`config.mk`:
```
export PLATFORM = sky130hd
export DESIGN_NAME = palindromic_substring_counter
export DESIGN_NICKNAME = d
export VERILOG_FILES = /design/src/sv/pcc_pkg.sv /design/src/sv/pcc_ram.sv /design/src/sv/pcc_ctrl.sv /design/src/sv/pcc_datapath.sv /design/src/sv/palindromic_substring_counter.sv
export SDC_FILE = /design/constraint.sdc
export NUM_CORES = 1
export LEC_CHECK = 0
export ABC_AREA = 1
export BUFFER_PORTS_ARGS = -buffer_cell sky130_fd_sc_hd__buf_4
export CAP_MARGIN = 5
export CELL_PAD_IN_SITES_DETAIL_PLACEMENT = 0
export CELL_PAD_IN_SITES_GLOBAL_PLACEMENT = 1
export CORE_UTILIZATION = 54
export CTS_BUF_LIST = sky130_fd_sc_hd__clkbuf_4
export DETAILED_ROUTE_END_ITERATION = 16
export HOLD_SLACK_MARGIN = 0.15
export MAX_ROUTING_LAYER = met4
export PLACE_DENSITY_LB_ADDON = 0.1
export SLEW_MARGIN = 20
export SYNTH_ARGS = -nofsm -noshare
export SYNTH_HDL_FRONTEND = slang
export SYNTH_SLANG_ARGS = --single-unit
```
`constraint.sdc`:
```
create_clock -name clock -period 7.96 [get_ports clock]
set_clock_uncertainty 0.2 [all_clocks]
set_input_delay 1.194 -clock clock [delete_from_list [all_inputs] [get_ports clock]]
set_output_delay 1.194 -clock clock [all_outputs]
set_load 0.01 [all_outputs]
```
`src/sv/pcc_pkg.sv`:
```
// package for the palindromic substring counter: transfer types, controller
// command and status structs, field widths and limits
// no dependencies
`default_nettype none

package pcc_pkg;

   // field widths and limits
   localparam int CHAR_W          = 8;
   localparam int ENDING_W        = 7;
   localparam int TOTAL_W         = 12;
   localparam int ENDING_MAX      = 127;
   localparam int TOTAL_MAX       = 4095;
   localparam int MAX_LEN_DEFAULT = 64;

   // one input transfer
   typedef struct packed {
      logic [CHAR_W-1:0] char_in;
      logic              restart;
   } req_type;

   // one result transfer
   typedef struct packed {
      logic [ENDING_W-1:0] ending_here;
      logic [TOTAL_W-1:0]  running_total;
      logic                overflow;
   } rsp_type;

   // controller to datapath
   typedef struct packed {
      logic load;     // take the accepted character, clear on restart
      logic issue;    // read the next start position
      logic finish;   // update totals and present the result
   } cmd_type;

   // datapath to controller
   typedef struct packed {
      logic ovf;       // character lies beyond buffer depth
      logic last;      // start position being issued is the new character itself
      logic out_busy;  // result register still holds an untaken result
   } status_type;

endpackage

`default_nettype wire

```
`src/sv/pcc_ram.sv`:
```
// generic simple dual-port ram: one write port, one read port, registered read
// no dependencies
`default_nettype none

module pcc_ram #(
   parameter int WIDTH = 8,
   parameter int DEPTH = 64
) (
   input  wire logic                     clock,
   input  wire logic                     wr_en,
   input  wire logic [$clog2(DEPTH)-1:0] wr_addr,
   input  wire logic [WIDTH-1:0]         wr_data,
   input  wire logic [$clog2(DEPTH)-1:0] rd_addr,
   output logic      [WIDTH-1:0]         rd_data
);

   logic [WIDTH-1:0] mem_ff [DEPTH];
   logic [WIDTH-1:0] rd_data_ff;

   // write port
   always_ff @(posedge clock) begin
      if (wr_en) begin
         mem_ff[wr_addr] <= wr_data;
      end
   end

   // registered read port
   always_ff @(posedge clock) begin
      rd_data_ff <= mem_ff[rd_addr];
   end

   assign rd_data = rd_data_ff;

endmodule

`default_nettype wire

```
`src/sv/pcc_ctrl.sv`:
```
// controller for the palindromic substring counter: sequences load, scan,
// drain and result hand-off
// depends on pcc_pkg
`default_nettype none

module pcc_ctrl
   import pcc_pkg::*;
(
   input  wire logic       clock,
   input  wire logic       reset,
   input  wire logic       req_valid,
   output logic            req_ready,
   input  wire status_type status,
   output cmd_type         cmd
);

   typedef enum logic [3:0] {
      ST_IDLE  = 4'b0001,
      ST_SCAN  = 4'b0010,
      ST_DRAIN = 4'b0100,
      ST_DONE  = 4'b1000
   } state_type;

   state_type state_ff;
   state_type state_in;

   // next state and commands
   always_comb begin
      state_in   = state_ff;
      cmd        = '0;
      req_ready  = 1'b0;
      case (state_ff)
         ST_IDLE: begin
            req_ready = 1'b1;
            if (req_valid) begin
               cmd.load = 1'b1;
               state_in = ST_SCAN;
            end
         end
         ST_SCAN: begin
            if (status.ovf) begin
               state_in = ST_DONE;
            end else begin
               cmd.issue = 1'b1;
               if (status.last) begin
                  state_in = ST_DRAIN;
               end
            end
         end
         ST_DRAIN: begin
            state_in = ST_DONE;
         end
         ST_DONE: begin
            if (!status.out_busy) begin
               cmd.finish = 1'b1;
               state_in   = ST_IDLE;
            end
         end
         default: begin
            state_in = ST_IDLE;
         end
      endcase
   end

   // state register
   always_ff @(posedge clock) begin
      if (reset) begin
         state_ff <= ST_IDLE;
      end else begin
         state_ff <= state_in;
      end
   end

`ifndef NO_ASSERTIONS
   // an accepted character always starts a scan
   a_load_to_scan: assert property (@(posedge clock) disable iff (reset)
      (req_valid && req_ready) |=> (state_ff == ST_SCAN))
      else $error("accepted character did not start a scan");

   // reading and finishing never overlap
   a_issue_finish: assert property (@(posedge clock) disable iff (reset)
      !(cmd.issue && cmd.finish))
      else $error("issue and finish together");

   // a free result register lets the item complete at once
   a_done_free: assert property (@(posedge clock) disable iff (reset)
      (state_ff == ST_DONE && !status.out_busy) |=> (state_ff == ST_IDLE))
      else $error("result not handed off while register free");
`endif

endmodule

`default_nettype wire

```
`src/sv/pcc_datapath.sv`:
```
// datapath for the palindromic substring counter: character and mark rams,
// shared comparator, hit counter, totals and result register
// depends on pcc_pkg and pcc_ram
`default_nettype none

module pcc_datapath
   import pcc_pkg::*;
#(
   parameter int MAX_LEN = MAX_LEN_DEFAULT
) (
   input  wire logic    clock,
   input  wire logic    reset,
   input  wire req_type req_data,
   input  wire cmd_type cmd,
   output status_type   status,
   output logic         rsp_valid,
   input  wire logic    rsp_ready,
   output rsp_type      rsp_data
);

   localparam int LW = $clog2(MAX_LEN + 1);
   localparam int AW = $clog2(MAX_LEN);
   localparam int SW = ((LW > TOTAL_W) ? LW : TOTAL_W) + 1;
   localparam int EW = (LW > ENDING_W) ? LW : ENDING_W;

   logic [CHAR_W-1:0]  ch_ff;
   logic [LW-1:0]      len_ff;
   logic [TOTAL_W-1:0] total_ff;
   logic               ovf_ff;
   logic [AW-1:0]      c_ff;
   logic               s1_valid_ff;
   logic [AW-1:0]      s1_c_ff;
   logic               s1_last_ff;
   logic [LW-1:0]      cnt_ff;
   logic               rsp_valid_ff;
   rsp_type            rsp_ff;

   logic [CHAR_W-1:0]  char_rd;
   logic               mark_rd;
   logic [LW-1:0]      span;
   logic               hit;
   logic [SW-1:0]      sum;
   logic [TOTAL_W-1:0] total_in;
   logic [ENDING_W-1:0] ending_in;

   // character store, written once per accepted character that does not overflow
   pcc_ram #(
      .WIDTH (CHAR_W),
      .DEPTH (MAX_LEN)
   ) u_char_ram (
      .clock   (clock),
      .wr_en   (s1_valid_ff && s1_last_ff),
      .wr_addr (s1_c_ff),
      .wr_data (ch_ff),
      .rd_addr (c_ff),
      .rd_data (char_rd)
   );

   // palindrome marks, rewritten in ascending order behind the read
   pcc_ram #(
      .WIDTH (1),
      .DEPTH (MAX_LEN)
   ) u_mark_ram (
      .clock   (clock),
      .wr_en   (s1_valid_ff),
      .wr_addr (s1_c_ff),
      .wr_data (hit),
      .rd_addr (c_ff + AW'(1)),
      .rd_data (mark_rd)
   );

   // shared comparator on the start position read last cycle
   always_comb begin
      span = len_ff - LW'(s1_c_ff);
      if (s1_last_ff) begin
         hit = 1'b1;
      end else begin
         hit = (char_rd == ch_ff) && ((span <= LW'(2)) || mark_rd);
      end
   end

   // saturated totals for the result
   always_comb begin
      sum = SW'(total_ff) + SW'(cnt_ff);
      if (ovf_ff) begin
         total_in  = total_ff;
         ending_in = '0;
      end else begin
         if (sum > SW'(TOTAL_MAX)) begin
            total_in = TOTAL_W'(TOTAL_MAX);
         end else begin
            total_in = sum[TOTAL_W-1:0];
         end
         if (EW'(cnt_ff) > EW'(ENDING_MAX)) begin
            ending_in = ENDING_W'(ENDING_MAX);
         end else begin
            ending_in = ENDING_W'(cnt_ff);
         end
      end
   end

   // string length and running total
   always_ff @(posedge clock) begin
      if (reset) begin
         len_ff   <= '0;
         total_ff <= '0;
      end else if (cmd.load) begin
         if (req_data.restart) begin
            len_ff   <= '0;
            total_ff <= '0;
         end
      end else if (cmd.finish) begin
         total_ff <= total_in;
         if (!ovf_ff) begin
            len_ff <= len_ff + LW'(1);
         end
      end
   end

   // accepted character and scan index
   always_ff @(posedge clock) begin
      if (cmd.load) begin
         ch_ff  <= req_data.char_in;
         ovf_ff <= !req_data.restart && (len_ff == LW'(MAX_LEN));
         c_ff   <= '0;
      end else if (cmd.issue) begin
         c_ff <= c_ff + AW'(1);
      end
   end

   // compare stage tracking
   always_ff @(posedge clock) begin
      if (reset) begin
         s1_valid_ff <= 1'b0;
      end else begin
         s1_valid_ff <= cmd.issue;
      end
   end

   always_ff @(posedge clock) begin
      s1_c_ff    <= c_ff;
      s1_last_ff <= status.last;
   end

   // hit counter
   always_ff @(posedge clock) begin
      if (cmd.load) begin
         cnt_ff <= '0;
      end else if (s1_valid_ff && hit) begin
         cnt_ff <= cnt_ff + LW'(1);
      end
   end

   // result register
   always_ff @(posedge clock) begin
      if (reset) begin
         rsp_valid_ff <= 1'b0;
      end else if (cmd.finish) begin
         rsp_valid_ff <= 1'b1;
      end else if (rsp_ready) begin
         rsp_valid_ff <= 1'b0;
      end
   end

   always_ff @(posedge clock) begin
      if (cmd.finish) begin
         rsp_ff.ending_here   <= ending_in;
         rsp_ff.running_total <= total_in;
         rsp_ff.overflow      <= ovf_ff;
      end
   end

   // status back to the controller
   always_comb begin
      status.ovf      = ovf_ff;
      status.last     = (LW'(c_ff) == len_ff);
      status.out_busy = rsp_valid_ff && !rsp_ready;
   end

   assign rsp_valid = rsp_valid_ff;
   assign rsp_data  = rsp_ff;

`ifndef NO_ASSERTIONS
   // the compare stage never looks past the new character
   a_s1_range: assert property (@(posedge clock) disable iff (reset)
      s1_valid_ff |-> (LW'(s1_c_ff) <= len_ff))
      else $error("compare stage beyond string end");

   // a completed character that does not overflow grows the string by one
   a_len_step: assert property (@(posedge clock) disable iff (reset)
      (cmd.finish && !ovf_ff) |=> (len_ff == $past(len_ff) + LW'(1)))
      else $error("string length not advanced");

   // the hit counter starts from zero for every character
   a_cnt_clear: assert property (@(posedge clock) disable iff (reset)
      cmd.load |=> (cnt_ff == '0))
      else $error("hit counter not cleared");
`endif

endmodule

`default_nettype wire

```
`src/sv/palindromic_substring_counter.sv`:
```
// top level of the palindromic substring counter: controller and datapath
// depends on pcc_pkg, pcc_ctrl, pcc_datapath (and pcc_ram below it)
//
//   channel  direction  handshake              payload
//   req      in         req_valid / req_ready  req_data  (char_in, restart)
//   rsp      out        rsp_valid / rsp_ready  rsp_data  (ending_here, running_total, overflow)
//
// a character at position p is scanned over start positions 0 to p, one start
// position per cycle through the shared comparator and mark ram, then drained.
// an overflowing character skips the ram reads and goes from scan to done. one
// character is in work at a time. reset is synchronous and clears length, total
// and handshake state; no clearing pass over the rams. a stalled result holds
// the next character in the done state until the result register is free.
`default_nettype none

module palindromic_substring_counter
   import pcc_pkg::*;
#(
   parameter int MAX_LEN = MAX_LEN_DEFAULT
) (
   input  wire logic    clock,
   input  wire logic    reset,
   input  wire logic    req_valid,
   output logic         req_ready,
   input  wire req_type req_data,
   output logic         rsp_valid,
   input  wire logic    rsp_ready,
   output rsp_type      rsp_data
);

   cmd_type    cmd;
   status_type status;

   // sequencer
   pcc_ctrl u_ctrl (
      .clock     (clock),
      .reset     (reset),
      .req_valid (req_valid),
      .req_ready (req_ready),
      .status    (status),
      .cmd       (cmd)
   );

   // storage, comparator and counters
   pcc_datapath #(
      .MAX_LEN (MAX_LEN)
   ) u_datapath (
      .clock     (clock),
      .reset     (reset),
      .req_data  (req_data),
      .cmd       (cmd),
      .status    (status),
      .rsp_valid (rsp_valid),
      .rsp_ready (rsp_ready),
      .rsp_data  (rsp_data)
   );

endmodule

`default_nettype wire
```
== After elaboration in Yosys (flattened, before gate mapping) ==
Memory sizes are Yosys's and may differ from the RTL's. A register that Yosys moved wholly into a read port is not among the register bits.
Index checks and enable logic that the tools add are counted.
Cells by class
  equal/unequal tests: 12
  $add $sub $neg: 5
  muxes and demuxes: 29
  reduce and logical (&&, ||, !) cells: 13
  magnitude comparators: 3
Operators with widths (number)
  2-to-1 mux 12 bit: 5
  2-to-1 mux 7 bit: 5
  2-to-1 mux 4 bit: 4
  case mux 4 bit (4 select lines): 1
  adder 7 x 1 -> 7 bit, second input constant: 2
  2-to-1 mux 1 bit: 14
  adder 12 x 7 -> 13 bit: 1
  greater-than comparator 13 x 12 -> 1 bit, second input constant: 1
  equality test 8 bit: 1
  inequality test 2 bit, second input constant: 4
  equality test 6 x 7 -> 1 bit: 1
  equality test 7 bit, second input constant: 1
  greater-than comparator 7 bit, second input constant: 1
  less-or-equal comparator 7 x 2 -> 1 bit, second input constant: 1
  subtractor 7 x 6 -> 7 bit: 1
  adder 6 x 1 -> 6 bit, second input constant: 1
  AND reduction 3 bit: 2
  logical AND 1 bit: 5
  equality test 4 x 1 -> 1 bit, second input constant: 1
  equality test 4 x 2 -> 1 bit, second input constant: 1
  equality test 4 x 3 -> 1 bit, second input constant: 1
  equality test 4 bit, second input constant: 1
  nonzero test 2 bit: 2
  inequality test 3 x 1 -> 1 bit, second input constant: 1
  other kinds (3): 4
Word-level totals
  input port bits: 13
  word-level logic and storage cells: 78
  memories kept: 2
  memory bits (writable): 576
  output and inout bits: 22
  register bits: 74
Memories
  u_datapath.u_char_ram.mem_ff: words 64, width 8, read ports 1, clocked after memory_dff 1, write ports 1, line pcc_ram.sv:17  | logic [WIDTH-1:0] mem_ff [DEPTH];
  u_datapath.u_mark_ram.mem_ff: words 64, width 1, read ports 1, clocked after memory_dff 1, write ports 1, line pcc_ram.sv:17

== Depth between registers and ports, before layout ==
  word-level depth: 6
  gate-level depth with buffers: 16

== Modules after synthesis ==
From an unflattened synthesis, not the netlist that was laid out.
Second synthesis, totals
  cells, all modules: 2578
  area, all modules: 28274.6 um2
By module, submodules not included
  pcc_ram at u_datapath.u_char_ram: cells each 1805, instances 1, area an instance 21339.2 um2
  pcc_datapath: cells each 420, instances 1, area an instance 3642.2 um2
  pcc_ram at u_datapath.u_mark_ram: cells each 314, instances 1, area an instance 3045.4 um2
  pcc_ctrl: cells each 39, instances 1, area an instance 247.7 um2

== Least setup slack after synthesis ==
Ideal clock, no wire load.
  kind: register to register
  start: register u_datapath.len_ff[0]
  end: register u_datapath.cnt_ff[0]
  period minus slack after synthesis: 3.324 ns
  arrival time: 2.996 ns
  required time: 7.632 ns
  buffers on the path: 0
  setup time: 0.128 ns
  setup slack: 4.636 ns
  cell stages (with the launch flop): 17
  path through: dfxtp_1 inv_1 ha_1 fa_1 inv_1 nand2_1 nand2_1 nor2_1 nand2_1 nor2_1 nand4_1 nand2_1 nand2_1 nand2_1 nand2_1 nand2_1 a21oi_1
Between the ends
  longest elaborated chain between the ends: 6
RTL lines
  from (decl): line pcc_datapath.sv:27  | logic [LW-1:0] len_ff;
  from (signal assigned): line pcc_datapath.sv:115  | len_ff <= len_ff + LW'(1);
  subtractor 7 x 6 -> 7 bit: line pcc_datapath.sv:74  | span = len_ff - LW'(s1_c_ff);
  less-or-equal comparator 7 x 2 -> 1 bit: line pcc_datapath.sv:78  | hit = (char_rd == ch_ff) && ((span <= LW'(2)) || mark_rd);
  logical OR 1 bit: line pcc_datapath.sv:78
  logical AND 1 bit: line pcc_datapath.sv:78
  2-to-1 mux 1 bit: line pcc_datapath.sv:75  | if (s1_last_ff) begin
  named net u_datapath.hit: line pcc_datapath.sv:41  | logic hit;
  logical AND 1 bit: line pcc_datapath.sv:149  | end else if (s1_valid_ff && hit) begin
  to (signal assigned): line pcc_datapath.sv:150  | cnt_ff <= cnt_ff + LW'(1);
  to (decl): line pcc_datapath.sv:34  | logic [LW-1:0] cnt_ff;
The timed path passes the listed nets, and every way through them passes these cells.
A chain may end at the register's enable or synchronous reset.

==> results.sh <==
export IMPL_status="finished, final reports clean"
export IMPL_yosysUniqueCellTypes=42
export IMPL_stdcell_count=3205
export IMPL_synth_top_family_by_area="compound AO/OA/AOI/OAI gates"
export IMPL_cts_resized=0
export IMPL_drtIter0Drc=1949
export IMPL_antenna_found_initial=1
export IMPL_num_rows=81
export IMPL_total_leakage_power_nw=10.43
export IMPL_crit_family="compound AO/OA/AOI/OAI gates"
export IMPL_crit_fanout=156
export IMPL_ir_drop_uv=118.6
export IMPL_die_area_um2=51220
export IMPL_critical_path_cell_chain="inv_6, buf_12, o21ai_0, o22ai_1, o21ai_0, o21ai_0, o211ai_1, nand2_1"
export IMPL_synth_xor_area_share=0.008012
export IMPL_crit_slowest_cell="inv_6"
export IMPL_ctsLongestPathBuffers=3
export IMPL_synthCells=2277
export IMPL_clk_pin_slew_worst_paths_ns=0.06
export IMPL_drtAntennaViolNets=0
export IMPL_syn_area_um2=27170
export IMPL_setup_viol=0
export IMPL_powerDensity_nw_per_um2=240.0
export IMPL_hold_viol=0
export IMPL_multiInputGateArea_um2=7008
export IMPL_ys_ff_latch=659
export IMPL_report_power_total_mw=7.304
export IMPL_power_report_internal_total_mw=5.447
export IMPL_drv_cap=0
export IMPL_clk_latency_ns=1.02
export IMPL_path_buf_inv=2
export IMPL_utilization=0.6178
export IMPL_end_kind="flip-flop"
export IMPL_fmax_mhz=263.6
export IMPL_dpl_hpwl_um=40660
export IMPL_wl_um=72420
export IMPL_comb_power_share=0.091
export IMPL_io_pins=35
export IMPL_cts_buffers_inserted=164
export IMPL_drc_errors=0
export IMPL_hold_path_class="reg2reg"
export IMPL_post_place_cells=2913
export IMPL_finalCriticalPeriod_ns=3.793
export IMPL_start_util=0.5517
export IMPL_gp_congestion=0.8548
export IMPL_dr_pass1_iters=5
export IMPL_yosys_area_share_simple=0.1130
export IMPL_cts_root_buf="clkbuf_4"
export IMPL_crit_top_cell="o21ai_0"
export IMPL_pwr_share_seq=0.534
export IMPL_synthArstFlopShare=0
export IMPL_syn_area_per_cell_um2=11.93
export IMPL_gr_usage_all_layers=0.2984
export IMPL_reg2reg_slack_ns=4.17
export IMPL_cp_arrival_ns=4.52
export IMPL_grt_overflow=0
export IMPL_maxSlewHeadroom=0.2375
export IMPL_crit_required_ns=8.69
export IMPL_setup_tns_ns=0
export IMPL_layout_common_cells="edfxtp_1, nor2_1, o21ai_0"
export IMPL_p_sw_frac=0.2543
export IMPL_post_drt_wl_per_cell_um=22.59
export IMPL_worstMarginPinSlew_ns=1.142
export IMPL_yosysWarnings=0
export IMPL_die_y_um=226.3
export IMPL_via_per_inst=5.896
export IMPL_startpoint_type="flip-flop"
export IMPL_fp_dieW_um=226.3
export IMPL_synth_edf_count=605
export IMPL_core_region_area_um2=49250
export IMPL_grt_pass1_vias=18246
export IMPL_ys_seq_area_frac=0.7084
export IMPL_fillers=4027
export IMPL_io_buffers=34
export IMPL_area_growth_pct=11.98
export IMPL_synth_compound_area_frac=0.1207
export IMPL_ys_flop_type="edfxtp_1"
export IMPL_timing_worst_setup_path_type="reg2reg"
export IMPL_clockPowerShare=0.375
export IMPL_synth_mux_area_frac=0.005157
export IMPL_rsz0062_at_grt="false"
export IMPL_htreeDepth=4
export IMPL_slowest_delay_ns=0.75
export IMPL_p_sw_mw=1.857
export IMPL_period_share=0.4765
export IMPL_register_area_um2=19260
export IMPL_layout_commonest_cell="edfxtp_1"
export IMPL_cts_sinks=659
export IMPL_grt_pass1_wl_um=108300
export IMPL_vias=18898
export IMPL_syn_num_nets=2309
export IMPL_synthAdderAreaFrac=0.009301
export IMPL_tritoncts="done"
export IMPL_nets=2455
export IMPL_drv_slew=0
export IMPL_grt_max_degree=157
export IMPL_drive_gt1_frac=0.1583
[cell usage after synthesis (3+ instances only)]
cell,n,area (um^2)
edfxtp_1,605,18170
inv_1,86,322.8
nand2_1,168,630.6
dfxtp_1,54,1081
o21a_1,5,37.54
nor2_1,386,1449
mux2i_1,14,140.1
buf_1,12,45.04
o221ai_1,25,219.0
nor3_1,82,410.4
nor2_2,3,18.77
nand3b_1,4,30.03
xor2_1,14,122.6
ha_1,17,212.7
buf_2,46,230.2
o22ai_1,121,757.0
clkinv_1,5,18.77
nor4_1,3,18.77
o211ai_1,28,210.2
a21oi_1,64,320.3
o21ai_1,16,80.08
nand3_1,70,350.3
clkbuf_1,81,304.0
nand4_1,9,56.30
inv_2,3,11.26
o21ai_0,326,1632
xnor2_1,9,78.83
[power groups by stage]
stage	clock [mW]	combinational (mW)	sequential, mW
final	2.74	0.665	3.90
after global routing	2.97	0.723	3.90
after CTS	2.81	0.660	3.90
after detailed placement	0	0.654	3.97
after global placement	0	0.644	3.97
after floorplan	0	0.394	3.99
[per-stage QoR]
| step | cell area (um^2) | setup slack (ns) | hold slack [ns] |
|---|---|---|---|
| after global placement | 28300 | 4.170 | 0.2694 |
| after global routing | 30430 | 3.819 | 0.2726 |
| after CTS | 30420 | 4.189 | 0.2190 |
| after detailed placement | 28330 | 4.194 | 0.2730 |
| final | 30430 | 4.167 | 0.2813 |
| after floorplan | 27170 | 4.636 | 0.1290 |
[cell families (layout without fill, tap and decap cells)]
kind of cell,Yosys count,in the layout
xor gates and xnor gates,24,24
AOI/OAI and AO/OA,588,588
other,0,1
buffers and inverters,237,500
muxes,14,14
and+or+nand+nor,736,736
DFF,659,659
adders and majority gates,19,19
[sequential cells by signal, indices dropped and copies added, names as in the netlist]
register	cells
u_datapath.u_char_ram.mem_ff	512
u_datapath.u_mark_ram.mem_ff	64
u_datapath.rsp_data	20
u_datapath.total_ff	12
u_datapath.ch_ff	8
u_datapath.u_char_ram.rd_data	8
u_datapath.cnt_ff	7
u_datapath.len_ff	7
u_datapath.c_ff	6
u_datapath.s1_c_ff	6
u_ctrl.state_ff	4
u_datapath.ovf_ff	1
u_datapath.rsp_valid	1
u_datapath.s1_last_ff	1
u_datapath.s1_valid_ff	1
u_datapath.u_mark_ram.rd_data	1
[final cells by class]
class,count,share of cell area
sequential,659,0.6329
inverter,94,0.01180
tap,664,0.02730
clock inverter,39,0.006004
multi-input combinational,1381,0.2303
clock buffer,244,0.06020
antenna,1,0.00008224
timing repair buffer,123,0.03142
[repair_timing]
item / 4_1_cts / 5_1_grt
buffers inserted: 0 / 0
hold endpoints to repair: 8 / 0
hold buffers: 8 / 0
[final timing paths]
check                                             start                                to  cells past startpoint
worst min register to register  u_datapath.total_ff[10]           u_datapath.total_ff[10]                      2
worst max-delay path                 u_datapath.c_ff[0]  u_datapath.u_char_ram.rd_data[1]                      8
worst min-delay path            u_datapath.total_ff[10]           u_datapath.total_ff[10]                      2
worst max register to register       u_datapath.c_ff[0]  u_datapath.u_char_ram.rd_data[1]                      8
[worst register-to-register path, cell delays in order (launching register included)]
cell and delay, ns:
dfxtp_4 0.60, inv_6 0.80, buf_12 0.57, o21ai_0 0.26
o22ai_1 0.21, o21ai_0 0.11, o21ai_0 0.69, o211ai_1 0.17
nand2_1 0.11
[per-layer routing]
layer  global-route usage  share of wire  vias up
met4               0.1070          0.025        0
met5                    -              0        -
met2               0.4551           0.47      770
met3              0.07412          0.087      119
met1               0.3901           0.42     9280
li1                     -              -     8729
Power figures use the tool's default switching activity.
